$ cat src/hw/rtl/vil_mul.sv
// Shared unsigned multiplier with registered product.
module vil_mul (
	input  logic        clk,
	input  logic [32:0] a,
	input  logic [32:0] b,
	output logic [65:0] prod
);

	logic [65:0] prod_q;

	always_ff @(posedge clk) begin
		prod_q <= 66'(a) * 66'(b);
	end

	assign prod = prod_q;

endmodule

$ cat config.mk
export PLATFORM = sky130hd
export DESIGN_NAME = vil_mul
export DESIGN_NICKNAME = d
export VERILOG_FILES = /design/src/hw/rtl/vil_mul.sv
export SDC_FILE = /design/constraint.sdc
export NUM_CORES = 2
export LEC_CHECK = 0
export BUFFER_PORTS_ARGS = -buffer_cell sky130_fd_sc_hd__buf_4
export CAP_MARGIN = 20
export CORE_UTILIZATION = 40
export CTS_BUF_LIST = sky130_fd_sc_hd__clkbuf_16
export DETAILED_ROUTE_END_ITERATION = 10
export PLACE_DENSITY = 0.59
export SETUP_SLACK_MARGIN = 0.1
export SYNTH_ARGS = -nofsm -noshare
export SYNTH_HDL_FRONTEND = slang
export SYNTH_SLANG_ARGS = --single-unit
$ cat constraint.sdc
create_clock -name clk -period 8.67 [get_ports clk]
set_input_delay 0.4335 -clock clk [delete_from_list [all_inputs] [get_ports clk]]
set_output_delay 0.4335 -clock clk [all_outputs]
set_load 0.02 [all_outputs]
# Yosys cells after proc, flatten, opt, wreduce, memory -nomap -nowiden
# Cells that the tools add are included.
# classes
multipliers,1
# op_table
op,count
33-bit by 33-bit multiplier with 66-bit output,1
# word_totals
regBits,66
in_bits,67
out_inout_bits,66
wordCells,2

# Depth between registers and ports, before layout
# depth
ltp_word,1
ltp_mapped,30

# Worst setup path after synthesis
# No wires, ideal clock.
# synth_timing
kind,input port to flip-flop
from,input b[0]
to,register prod_q[58] (netlist: prod[58])
t_arrival_ps,7466
setup_slack_ps,1133
cell_stages,28
cell_sequence,clkbuf_1 -> and2_1 -> fa_1 -> inv_1 -> fa_1 -> inv_1 -> fa_1 -> inv_1 -> fa_1 -> inv_1 -> fa_1 -> fa_1 -> fa_1 -> inv_1 -> fa_1 -> inv_1 -> ha_1 -> buf_2 -> nand2_1 -> or4_1 -> or3_1 -> o22ai_1 -> o211a_1 -> o21ai_2 -> nand3b_4 -> o31a_1 -> o21ai_2 -> xor2_1
# synth_between
elab_chain_cells,1
# synth_lines
element,line_no,rtl
"start, declared",5,"input logic [32:0] b,"
33-bit by 33-bit multiplier with 66-bit output,12,prod_q <= 66'(a) * 66'(b);
"end signal, assigned",12,
"end, declared",9,logic [65:0] prod_q;
# No other way between the ends.

# Final worst setup path
# layout_timing
from,input a[18]
to,register prod_q[64] (netlist: prod[64])
# layout_between
elab_chain_cells,1
# layout_lines
element,line_no,rtl
"start, declared",4,"input logic [32:0] a,"
33-bit by 33-bit multiplier with 66-bit output,12,
# No other way between the ends.

==> impl_metrics.env <==
export IMPL_status="complete, no violations"
export IMPL_grt_overflow_total=0
export IMPL_ys_top_cells_by_count="1048 x inv_1, 958 x fa_1, 574 x and2_1"
export IMPL_core_area_um2=90300
export IMPL_grt_usage_pct=23.0
export IMPL_start_kind="input pin"
export IMPL_synth_area_leaders="fa_1 52%, inv_1 11%, and2_1 9.8%"
export IMPL_core_rowCount=110
export IMPL_largest_reg_flops=66
export IMPL_wl_per_cell_um=19.8
export IMPL_min_path_type="in2reg"
export IMPL_drcViolationCount=0
export IMPL_tns_ns=0
export IMPL_finalMaxSlewViolations=0
export IMPL_hp_start="a[0]"
export IMPL_ios=133
export IMPL_max_freq_mhz=122
export IMPL_slowest_stage="fa_1"
export IMPL_port_buffers=132
export IMPL_timing_worst_setup_path_type="in2reg"
export IMPL_crit_fanout=20
export IMPL_layout_drive_gt1_share_pct=4.82
export IMPL_synth_cell_types=57
export IMPL_cts_made_buffers=9
export IMPL_synth_edff_count=0
export IMPL_post_cts_resized=0
export IMPL_grt_pass1_vias=28500
export IMPL_grt_max_degree=34
export IMPL_synth_area_um2=36600
export IMPL_postCtsSetupBuffers=0
export IMPL_antenna_found_initial=3
export IMPL_holdPathEnd="prod[0]$_DFF_P_"
export IMPL_critPathMostFrequentCell="fa_1"
export IMPL_yosysTopAreaCellShare_pct=52.4
export IMPL_synth_most_common_cell="inv_1"
export IMPL_rsz0062_at_grt="false"
export IMPL_cap_violations=0
export IMPL_synth_seq_cells=66
export IMPL_area_delta_synth_final_pct=6.40
export IMPL_hold_viol=0
export IMPL_die_height_um=305
export IMPL_dieArea_um2=92700
export IMPL_synth_area_leader_cell="fa_1"
export IMPL_clk_pin_slew_ns=0.06
export IMPL_tightest_slew_ns=0.640
export IMPL_synth_net_count=5338
export IMPL_min_path_cells=2
export IMPL_syn_inst=4048
export IMPL_yosys_most_used_dff="dfxtp_1"
export IMPL_slowest_delay_ns=0.69
export IMPL_cts_sinks=66
export IMPL_finalWorstPathRequiredPeriod_ns=8.19
export IMPL_cts_hold_repair_buffers=0
export IMPL_ant_nets=0
export IMPL_initialDrtViolationCount=1556
export IMPL_cp_data_required_time_ns=8.96
export IMPL_htree_levels=3
export IMPL_layout_nets=5310
export IMPL_wl_mm=103
export IMPL_yosysSeqAreaShare_pct=3.61
export IMPL_cp_arrival_ns=8.48
export IMPL_initial_core_util_pct=40.5
export IMPL_gp_congestion=0.871
export IMPL_fin_crit_sh_pct=94.5
export IMPL_clk_path_buf_depth=2
export IMPL_clockRootBuffer="clkbuf_16"
export IMPL_num_vias=26200
export IMPL_first_pass_iters=6
export IMPL_grt_pass1_wl_mm=162
export IMPL_synth_warnings=0
export IMPL_viasPerCell=5.03
export IMPL_cts_tree="yes"
export IMPL_syn_avg_cell_area_um2=9.04
export IMPL_die_width_um=305
export IMPL_timing_slew_headroom_pct=56.7
export IMPL_endpoint_kind="register"
export IMPL_finalSetupViolCount=0
export IMPL_dp_hpwl_mm=84.9
export IMPL_async_flop_share_pct=0
## metal layers
layer  vias up  GRT usage [%]  wire (um)
met4         0           12.2       6330
li1      11500              -          -
met5         -              0          0
met3       235           2.81       4630
met1     13700           26.3      37600
met2       740           41.7      54300
## critical path: cells and delay by family
family | cells | cell delay [ns]
buf+inv | 6 | 0.63
xor+xnor | 1 | 0.16
simple gates | 6 | 1.73
compound gates | 4 | 0.95
fa+ha+maj | 9 | 4.58
## metrics by stage
| stage | setup WS [ns] | instances | hold slack [ns] | util, % | cell area (um2) |
|---|---|---|---|---|---|
| 2_1_floorplan | 1.13 | 4048 | 0.561 | - | 36600 |
| 3_3_place_gp | 0.369 | 5185 | 0.848 | 42.7 | 38600 |
| 5_1_grt | 0.179 | 5202 | 0.554 | 43.1 | 38900 |
| 3_5_place_dp | 0.276 | 5185 | 0.844 | 42.7 | 38600 |
| 4_1_cts | 0.666 | 5201 | 0.524 | 43.1 | 38900 |
| 6_report | 0.481 | 5204 | 0.540 | 43.1 | 38900 |
## kinds of logic (layout without fill, tap and decap cells)
kind of cell               Yosys count  count (layout)  share of synthesized area, %
adders and majority gates         1223            1223                          61.5
buffers and inverters             1260            1237                          12.9
AOI/OAI and AO/OA                  201             201                          3.45
DFF                                 66              66                          3.61
other                                0               3                             0
and+or+nand+nor                   1233            1233                          17.0
xor gates and xnor gates            65              65                          1.56
## worst max path at each step
stage,start,end,slack (ns),depth (start not counted)
after CTS,a[18],prod[64]$_DFF_P_,0.67,26
after global routing,a[18],prod[64]$_DFF_P_,0.18,26
after detailed placement,a[18],prod[64]$_DFF_P_,0.28,26
after global placement,a[18],prod[64]$_DFF_P_,0.37,26
after floorplan,b[0],prod[58]$_DFF_P_,1.13,28
final,a[18],prod[64]$_DFF_P_,0.48,26
## layout by cell type (no fill, tap or decap), types with 7 or more instances in the layout
cell type,n
a21o_1,31
a21oi_1,73
and2_1,574
and3_1,7
buf_4,172
clkbuf_16,9
dfxtp_1,66
fa_1,958
ha_1,265
inv_1,1048
nand2_1,567
nand3_1,10
nand4_1,16
nor2_1,33
o21a_1,7
o21ai_0,15
o21ai_1,23
o21bai_1,8
xnor2_1,41
xor2_1,24
## final cells by class
cell class | count | area (um2)
Antenna cell | 3 | 7.51
Fill cell | 9010 | 51300
Inverter | 1049 | 3940
Sequential cell | 66 | 1320
Clock inverter | 7 | 141
Tap cell | 1176 | 1470
Multi-Input combinational cell | 2722 | 30600
Timing Repair Buffer | 172 | 1290
Clock buffer | 9 | 225
Power is left out: the tool's default activity adds up to more than one toggle a clock period on the data nets, which glitch-free logic cannot reach.
